### src/rtl/crc8fr_pkg.sv
// ----------------------------------------------------------------------------
// crc8fr_pkg
// Shared types, constants and the CRC-8 byte update for the frame receiver.
// ----------------------------------------------------------------------------
package crc8fr_pkg;

    // Reflected CRC-8 polynomial and header bytes
    localparam logic [7:0] CRC_POLY    = 8'h8C;
    localparam logic [7:0] HDR0        = 8'h55;
    localparam logic [7:0] HDR1        = 8'hAA;
    localparam logic [7:0] CAPTURE_LEN = 8'd5;

    // Result status codes
    localparam logic STATUS_OK      = 1'b0;
    localparam logic STATUS_CRC_ERR = 1'b1;

    // Receiver phases
    typedef enum logic [2:0] {
        PH_HUNT    = 3'd0,
        PH_LEN     = 3'd1,
        PH_PAYLOAD = 3'd2,
        PH_CRC     = 3'd3,
        PH_TRAIL0  = 3'd4,
        PH_TRAIL1  = 3'd5
    } phase_t;

    // One result transaction from the parser
    typedef struct packed {
        logic        valid;
        logic [15:0] left_speed;
        logic [15:0] right_speed;
        logic [7:0]  ctrl_flag;
        logic        status;
    } result_t;

    // Advance the CRC by one byte, LSB first
    function automatic logic [7:0] crc_byte(input logic [7:0] crc, input logic [7:0] data);
        logic [7:0] c;
        c = crc ^ data;
        for (int b = 0; b < 8; b++)
        begin
            if (c[0])
            begin
                c = (c >> 1) ^ CRC_POLY;
            end
            else
            begin
                c = c >> 1;
            end
        end
        return c;
    endfunction

    // CRC after both header bytes, from init zero
    localparam logic [7:0] CRC_AFTER_HDR = crc_byte(crc_byte(8'h00, HDR0), HDR1);

endpackage

### src/rtl/crc8fr_parser.sv
// ----------------------------------------------------------------------------
// crc8fr_parser
// Frame state machine: header hunt, length, payload capture, CRC check and
// trailer skip. Updates its state on each step and reports the result that
// the current byte causes.
// ----------------------------------------------------------------------------
module crc8fr_parser (
    input  logic                   clk,
    input  logic                   rst_n,
    input  logic                   step,
    input  logic [7:0]             rx_byte,
    output crc8fr_pkg::result_t    result
);

    crc8fr_pkg::phase_t phase_reg, phase_next;
    logic [7:0] previous_byte_reg, previous_byte_next;
    logic [7:0] frame_length_reg, frame_length_next;
    logic [7:0] payload_count_reg, payload_count_next;
    logic [7:0] running_crc_reg, running_crc_next;
    logic [7:0] captured_reg [5];
    logic [7:0] crc_upd;
    logic [7:0] count_inc;

    assign crc_upd   = crc8fr_pkg::crc_byte(running_crc_reg, rx_byte);
    assign count_inc = payload_count_reg + 8'd1;

    // Next state of the frame tracker
    always_comb
    begin
        phase_next         = phase_reg;
        previous_byte_next = previous_byte_reg;
        frame_length_next  = frame_length_reg;
        payload_count_next = payload_count_reg;
        running_crc_next   = running_crc_reg;
        unique case (phase_reg)
            crc8fr_pkg::PH_LEN:
            begin
                frame_length_next  = rx_byte;
                running_crc_next   = crc_upd;
                payload_count_next = 8'd0;
                phase_next = (rx_byte == 8'd0) ? crc8fr_pkg::PH_CRC : crc8fr_pkg::PH_PAYLOAD;
            end
            crc8fr_pkg::PH_PAYLOAD:
            begin
                running_crc_next   = crc_upd;
                payload_count_next = count_inc;
                if (count_inc >= frame_length_reg)
                begin
                    phase_next = crc8fr_pkg::PH_CRC;
                end
            end
            crc8fr_pkg::PH_CRC:
            begin
                if (rx_byte != running_crc_reg)
                begin
                    phase_next         = crc8fr_pkg::PH_HUNT;
                    previous_byte_next = 8'd0;
                    frame_length_next  = 8'd0;
                    payload_count_next = 8'd0;
                    running_crc_next   = 8'd0;
                end
                else
                begin
                    phase_next = crc8fr_pkg::PH_TRAIL0;
                end
            end
            crc8fr_pkg::PH_TRAIL0:
            begin
                phase_next = crc8fr_pkg::PH_TRAIL1;
            end
            crc8fr_pkg::PH_TRAIL1:
            begin
                phase_next         = crc8fr_pkg::PH_HUNT;
                previous_byte_next = 8'd0;
                frame_length_next  = 8'd0;
                payload_count_next = 8'd0;
                running_crc_next   = 8'd0;
            end
            default:
            begin
                // Hunt; a repeated 0xaa never replaces the remembered byte
                if (rx_byte == crc8fr_pkg::HDR1)
                begin
                    if (previous_byte_reg == crc8fr_pkg::HDR0)
                    begin
                        phase_next         = crc8fr_pkg::PH_LEN;
                        running_crc_next   = crc8fr_pkg::CRC_AFTER_HDR;
                        payload_count_next = 8'd0;
                    end
                end
                else
                begin
                    previous_byte_next = rx_byte;
                end
            end
        endcase
    end

    // Result caused by the current byte
    always_comb
    begin
        result = '0;
        unique case (phase_reg)
            crc8fr_pkg::PH_CRC:
            begin
                if (rx_byte != running_crc_reg)
                begin
                    result.valid  = 1'b1;
                    result.status = crc8fr_pkg::STATUS_CRC_ERR;
                end
            end
            crc8fr_pkg::PH_TRAIL1:
            begin
                result.valid       = 1'b1;
                result.left_speed  = {captured_reg[1], captured_reg[0]};
                result.right_speed = {captured_reg[3], captured_reg[2]};
                result.ctrl_flag   = captured_reg[4];
                result.status      = crc8fr_pkg::STATUS_OK;
            end
            default:
            begin
                result = '0;
            end
        endcase
    end

    // Hold frame state, advance on each step
    always_ff @(posedge clk or negedge rst_n)
    begin
        if (!rst_n)
        begin
            phase_reg         <= crc8fr_pkg::PH_HUNT;
            previous_byte_reg <= 8'd0;
            frame_length_reg  <= 8'd0;
            payload_count_reg <= 8'd0;
            running_crc_reg   <= 8'd0;
        end
        else if (step)
        begin
            phase_reg         <= phase_next;
            previous_byte_reg <= previous_byte_next;
            frame_length_reg  <= frame_length_next;
            payload_count_reg <= payload_count_next;
            running_crc_reg   <= running_crc_next;
        end
    end

    // Capture payload bytes 0 to 4, drop the rest
    always_ff @(posedge clk or negedge rst_n)
    begin
        if (!rst_n)
        begin
            for (int i = 0; i < 5; i++)
            begin
                captured_reg[i] <= 8'd0;
            end
        end
        else if (step && (phase_reg == crc8fr_pkg::PH_PAYLOAD) &&
                 (payload_count_reg < crc8fr_pkg::CAPTURE_LEN))
        begin
            captured_reg[payload_count_reg[2:0]] <= rx_byte;
        end
    end

`ifndef NO_ASSERTIONS
    a_result_only_at_frame_end: assert property (@(posedge clk) disable iff (!rst_n)
        result.valid |-> (phase_reg == crc8fr_pkg::PH_CRC) ||
                         (phase_reg == crc8fr_pkg::PH_TRAIL1))
        else $error("result outside CRC or trailer phase");
    a_frame_end_clears: assert property (@(posedge clk) disable iff (!rst_n)
        step && result.valid |=> (phase_reg == crc8fr_pkg::PH_HUNT) &&
                                 (running_crc_reg == 8'd0) && (previous_byte_reg == 8'd0))
        else $error("frame end did not return to hunting");
    a_payload_count_bound: assert property (@(posedge clk) disable iff (!rst_n)
        (phase_reg == crc8fr_pkg::PH_PAYLOAD) |-> (payload_count_reg < frame_length_reg))
        else $error("payload count overran frame length");
`endif

endmodule

### src/rtl/crc8_frame_receiver.sv
// ----------------------------------------------------------------------------
// crc8_frame_receiver
// CRC-8 framed serial receiver: one byte per input transaction, one result
// transaction per completed or dropped frame.
// ----------------------------------------------------------------------------
// Each received byte is held in an input register, where the frame tracker
// and the unrolled eight-step CRC update process it, and any result lands in
// an output register. One byte is accepted every cycle while the output side
// keeps up; a waiting result stalls the input only when the byte in the input
// register would cause another result.
module crc8_frame_receiver (
    input  logic               clk,
    input  logic               rst_n,
    input  logic               in_valid,
    output logic               in_ready,
    input  logic [7:0]         rx_byte,
    output logic               out_valid,
    input  logic               out_ready,
    output logic signed [15:0] left_speed,
    output logic signed [15:0] right_speed,
    output logic [7:0]         ctrl_flag,
    output logic               status
);

    logic                in_valid_reg;
    logic [7:0]          byte_reg;
    logic                out_valid_reg;
    logic [15:0]         left_reg;
    logic [15:0]         right_reg;
    logic [7:0]          flag_reg;
    logic                status_reg;
    logic                advance;
    crc8fr_pkg::result_t res;

    crc8fr_parser u_parser (
        .clk     (clk),
        .rst_n   (rst_n),
        .step    (advance),
        .rx_byte (byte_reg),
        .result  (res)
    );

    // Process the held byte unless its result has nowhere to go
    assign advance  = in_valid_reg && (!res.valid || !out_valid_reg || out_ready);
    assign in_ready = !in_valid_reg || advance;

    // Input register
    always_ff @(posedge clk or negedge rst_n)
    begin
        if (!rst_n)
        begin
            in_valid_reg <= 1'b0;
        end
        else if (in_ready)
        begin
            in_valid_reg <= in_valid;
        end
    end

    always_ff @(posedge clk)
    begin
        if (in_ready && in_valid)
        begin
            byte_reg <= rx_byte;
        end
    end

    // Output register: load a new result, drop a taken one
    always_ff @(posedge clk or negedge rst_n)
    begin
        if (!rst_n)
        begin
            out_valid_reg <= 1'b0;
        end
        else if (advance && res.valid)
        begin
            out_valid_reg <= 1'b1;
        end
        else if (out_ready)
        begin
            out_valid_reg <= 1'b0;
        end
    end

    always_ff @(posedge clk)
    begin
        if (advance && res.valid)
        begin
            left_reg   <= res.left_speed;
            right_reg  <= res.right_speed;
            flag_reg   <= res.ctrl_flag;
            status_reg <= res.status;
        end
    end

    assign out_valid   = out_valid_reg;
    assign left_speed  = $signed(left_reg);
    assign right_speed = $signed(right_reg);
    assign ctrl_flag   = flag_reg;
    assign status      = status_reg;

`ifndef NO_ASSERTIONS
    a_result_lands: assert property (@(posedge clk) disable iff (!rst_n)
        advance && res.valid |=> out_valid)
        else $error("result lost on its way to the output register");
    a_stall_reason: assert property (@(posedge clk) disable iff (!rst_n)
        !in_ready |-> in_valid_reg && out_valid_reg && !out_ready && res.valid)
        else $error("input stalled without a blocked result");
    a_error_zero_payload: assert property (@(posedge clk) disable iff (!rst_n)
        out_valid && (status == crc8fr_pkg::STATUS_CRC_ERR) |->
            (left_speed == 16'sd0) && (right_speed == 16'sd0) && (ctrl_flag == 8'd0))
        else $error("CRC error transaction carries payload");
`endif

endmodule

### config.mk
export PLATFORM = sky130hd
export DESIGN_NAME = crc8_frame_receiver
export DESIGN_NICKNAME = d
export VERILOG_FILES = /design/src/rtl/crc8fr_pkg.sv /design/src/rtl/crc8fr_parser.sv /design/src/rtl/crc8_frame_receiver.sv
export SDC_FILE = /design/constraint.sdc
export NUM_CORES = 1
export LEC_CHECK = 0
export CAP_MARGIN = 15
export CORE_MARGIN = 3
export CORE_UTILIZATION = 50
export CTS_CLUSTER_DIAMETER = 120
export DETAILED_ROUTE_END_ITERATION = 8
export DONT_BUFFER_PORTS = 1
export PLACE_DENSITY = 0.68
export SYNTH_ARGS = -nofsm -noshare
export SYNTH_HDL_FRONTEND = slang
export SYNTH_SLANG_ARGS = --single-unit
### constraint.sdc
create_clock -name clk -period 3.1 [get_ports clk]
set_input_delay 0.465 -clock clk [delete_from_list [all_inputs] [get_ports clk]]
set_output_delay 0.465 -clock clk [all_outputs]
set_load 0.02 [all_outputs]
Word-level counts from Yosys, hierarchy flattened:

Cells that the tools add are included.

* add/sub/neg operators: 1
* equal/unequal tests: 11
* reduce and logical (&&, ||, !) cells: 29
* multiplexer cells: 31
* $lt $le $gt $ge: 4
* bitwise logic cells: 12

Operators with widths (count)
* 8-bit 2-to-1 mux: 15
* 8-bit case mux with 4 select lines: 2
* 8-bit case mux with 3 select lines: 2
* 40-bit bitwise mux: 1
* 8-bit demux with 3-bit select: 1
* 2-bit inverter with 3-bit output: 8
* 4-bit nonzero test: 4
* 3-bit case mux with 5 select lines: 1
* 3-bit 2-to-1 mux: 4
* 6-bit nonzero test: 2
* 5-bit AND reduction: 2
* 8-bit by 1-bit adder with 8-bit output (second input constant): 1
* 8-bit by 7-bit == test with 1-bit output (second input constant): 1
* 8-bit == test (second input constant): 1
* 8-bit >= comparator: 1
* 8-bit zero test: 1
* 8-bit by 3-bit < comparator with 1-bit output (second input constant): 1
* 8-bit != test: 1
* 4-bit AND reduction: 2
* 8-bit XOR: 1
* 3-bit by 2-bit == test with 1-bit output (second input constant): 2
* 3-bit == test (second input constant): 2
* 1-bit logical AND: 6
* 4-bit >= comparator (second input constant): 1
* other kinds (15): 25

* output and inout bits: 43
* bits of input ports: 12
* register bits after elaboration: 126

Longest topological paths before layout:

* word-level depth: 18
* gate-level depth with buffers: 10

Cells and area by module:

From an unflattened synthesis, not the netlist that was laid out.

* cells, all modules: 459
* area, all modules: 5751.8 um2

By module, submodules not included
* crc8fr_parser: area each 4174.0 um2, times used 1, cells an instance 400
* crc8_frame_receiver: area each 1577.8 um2, times used 1, cells an instance 59

Worst setup path after synthesis:

No wires, ideal clock.

* path kind: register to register
* start: reg byte_reg[0]
* end: reg flag_reg[0], in the netlist ctrl_flag[0] (enable)
* arrival time: 2942 ps
* library setup time: 439 ps
* clock period less this slack: 3381 ps
* slack: -281 ps
* cell stages (with the launch flop): 7
* path through: edfxtp_1 > buf_2 > xnor2_2 > and4_1 > a21oi_2 > o21ai_1 > nor2_1

* word-level cells in the longest chain between the ends: 8

Ends and longest elaborated chain
* from (decl): line crc8_frame_receiver.sv:26 `logic [7:0] byte_reg;`
* from (signal assigned): line crc8_frame_receiver.sv:64 `byte_reg <= rx_byte;`
* 8-bit != test (*): line crc8fr_parser.sv:106 `if (rx_byte != running_crc_reg)`
* 1-bit 2-to-1 mux (*): line crc8fr_parser.sv:106
* 1-bit case mux with 2 select lines (*): line crc8fr_parser.sv:103 `unique case (phase_reg)`
* 1-bit zero test: line crc8_frame_receiver.sv:44 `assign advance = in_valid_reg && (!res.valid || !out_valid_reg || out_ready);`
* 1-bit logical OR (2 in series): line crc8_frame_receiver.sv:44
* 1-bit logical AND: line crc8_frame_receiver.sv:44
* 1-bit logical AND (*): line crc8_frame_receiver.sv:87 `if (advance && res.valid)`
* to (signal assigned): line crc8_frame_receiver.sv:91 `flag_reg <= res.ctrl_flag;`
* to (decl): line crc8_frame_receiver.sv:30 `logic [7:0] flag_reg;`

Mark *: on every way between the ends. The rest lies on a longest branch, timed or not.
A chain may end at the register's enable or synchronous reset.

Worst setup path in the final report:

* start: reg u_parser.payload_count_reg[2]
* end: reg u_parser.phase_reg[2]

* word-level cells in the longest chain between the ends: 4

Ends and longest elaborated chain
* from (decl): line crc8fr_parser.sv:18 `logic [7:0] payload_count_reg, payload_count_next;`
* from (signal assigned): line crc8fr_parser.sv:143 `payload_count_reg <= payload_count_next;`
* 8-bit by 1-bit adder with 8-bit output: line crc8fr_parser.sv:25 `assign count_inc = payload_count_reg + 8'd1;`
* 8-bit >= comparator: line crc8fr_parser.sv:47 `if (count_inc >= frame_length_reg)`
* 2-bit by 1-bit != test with 1-bit output (no source line)
* 4-bit AND reduction (no source line)
* to (signal assigned): line crc8fr_parser.sv:132 `phase_reg <= crc8fr_pkg::PH_HUNT;`
* to (signal assigned): line crc8fr_parser.sv:140 `phase_reg <= phase_next;`
* to (decl): line crc8fr_parser.sv:15 `crc8fr_pkg::phase_t phase_reg, phase_next;`

Every way passes these cells.

==> reports/results.tsv <==
metric	value	unit
outcome	complete, no violations	
hp-start	rx_byte[2]	
start_util	51.70	%
crit_type	flop to flop	
n_antenna_cell	0	
crit_fanout	8	
core.rowCount	38	
fin_area	6526	um^2
crit_path_start_kind	flop	
hold_violations	0	
finalNetCount	450	
worst_pin_slew	0.8412	ns
period_needed	2.835	ns
overflow	0	
final_common_cell	dfrtp_1	
firstDrtPassIters	5	
power	0.006583	W
cts_htree_levels	4	
synthFlopType	dfrtp_1	
maxCapViolations	0	
syn_avg_cell_area	13.71	um^2
arrival	3.13	ns
grt_pass1_wl	17330	um
power_leakage	2.802	nW
slew_viol_final	0	
dp_hpwl	6753	um
vias_per_cell	5.403	
fin_skew	0.01148	ns
drive_above_1_share	26.98	%
holdWs	0.1522	ns
io_buffer_count	0	
cellPowerDensity	1009	nW/um^2
hp-class	input port to flop	
cp.required	3.39	ns
place.gp.congestion	0.8288	
die_y	112.6	um
die_w	112.6	um
mostFrequentLayoutCells	dfrtp_1 (77), edfxtp_1 (49), mux2_2 (44), and2_1 (42), xnor2_1 (19)	
first_iter_violations	190	
die_area	12670	um^2
yosysWarnings	0	
cts.sinks	126	
fin_ws	0.2653	ns
ys_seq_area_share	59.85	%
synth_edf_count	49	
pre_cts_ws	0.2335	ns
async_flop_share	61.11	%
ios	55	
clk_path_buf_depth	2	
crit_path_start	u_parser.payload_count_reg[2]	
setup_viol	0	
rsz0062_at_grt	false	
slew_headroom	43.80	%
grt_max_degree	78	
syn_area	5678	um^2
fin_setup_tns	0	ns
drt_wl_total	10420	um
max_freq	352.8	MHz
cts_root_buf	clkbuf_16	
synth-seq-cells	126	
num_vias	3139	
drc	0	
r2r_start	u_parser.payload_count_reg[2]	
numCtsBuffers	17	
cts_tree	yes	
period_share	91.44	%
largest_reg_flops	40	
antenna_found_initial	0	
clkTransAtPathRegs	0.06	ns
synth.net_count	436	
grt_pass1_vias	3273	
fillers	837	
placedInstanceArea	5871	um^2
grtUsageTotal	17.98	%
post_cts_buffers	0	
crit_path_end_kind	flop	
worstSkewPairLatency	0.41	ns
synthCells	414	
core_area	10980	um^2
syn_to_final_growth	14.94	%
final_antenna_net_count	0	
ys_types	50	
wl_per_cell	17.93	um
vdd_drop_max	0.5456	mV
## cell usage after synthesis (all sizes together) (2+ instances only)
cell type  count  share of area (%)
a21boi         2               0.26
a21o           2               0.26
a21oi          7               0.68
a22o          12                1.9
and2          42                4.6
and3           4               0.44
and4           4               0.62
buf           14                1.6
clkbuf         9               0.59
dfrtp         77                 34
edfxtp        49                 26
ha            10                2.2
inv           12               0.79
mux2          54                 11
nand2         14               0.93
nand2b         6               0.79
nand3         10                1.3
nand4          2               0.22
nor2           9               0.59
nor2b          9               0.99
nor4           3               0.44
nor4b          3               0.73
o211ai         2               0.26
o21ai         15                1.5
o31ai          6               0.79
or2            2               0.26
xnor2         24                4.4
xor2           4               0.62
## area by class of cell
cell class / instances / area, um^2 / share of cell area (%)
clock buffer: 21 / 491.7 / 7.535
sequential: 126 / 3398 / 52.07
inverter: 12 / 45.04 / 0.6902
multi-input combinational: 253 / 2120 / 32.48
clock inverter: 11 / 126.4 / 1.936
tap: 140 / 175.2 / 2.684
timing repair buffer: 18 / 170.2 / 2.607
## per-stage QoR
stage	instances	utilization (%)
floorplan	414	-
global placement	547	53.45
detailed placement	547	53.45
CTS	581	59.42
global route	581	59.42
finish	581	59.42
## cell families (layout without fill, tap and decap cells)
kind of cell             after synthesis  in the layout  share of synthesized area, %
flip-flops                           126            126                         59.85
XOR/XNOR                              28             28                         4.980
AO/OA/AOI/OAI                         48             48                         6.060
multiplexers                          55             55                         11.41
buffers and inverters                 35             62                         2.953
adder cells (fa/ha/maj)               10             10                         2.204
AND/OR/NAND/NOR                      112            112                         12.54
## critical path, stage by stage, from the launching register on
cell and delay, ns:
dfrtp_1 0.50, and3_1 0.21, nand3_1 0.18, xnor2_1 0.18, ha_1 0.29, a21o_1 0.16
a21o_1 0.16, a2111oi_0 0.52, a221oi_2 0.16, mux2_1 0.34
## repair_timing
action                                 CTS  global route
endpoints found under the hold margin   77             0
hold buffers                             2             0
gates resized for setup                  0             0
## power by group
group	internal (W)	switching, W
sequential	0.00229	0.000425
combinational	0.000951	0.000904
clock	0.00130	0.000711
total	0.00454	0.00204
## metal layers
metal  global-route usage, %  wire length, um  part of all wire (%)  vias to the layer above
met5                       0                0                     0                        -
met4                   6.410              108                   1.0                        0
met3                   5.499              315                   3.0                       10
met2                   29.11             5267                    51                       68
met1                   23.01             4723                    45                     1560
li1                        -                -                     -                     1501
## path summary, 6_finish.rpt
kind	endpoint	slack, ns	cells after the start
setup reg to reg	u_parser.phase_reg[2]	0.27	9
setup / recovery	u_parser.phase_reg[2]	0.27	9
hold / removal	byte_reg[2]	0.15	0
hold reg to reg	u_parser.captured_reg[12]	0.50	1
max in group asynchronous	u_parser.running_crc_reg[7]	2.17	2
min in group asynchronous	u_parser.payload_count_reg[6]	0.62	2
(Power assumes the default switching activity.)
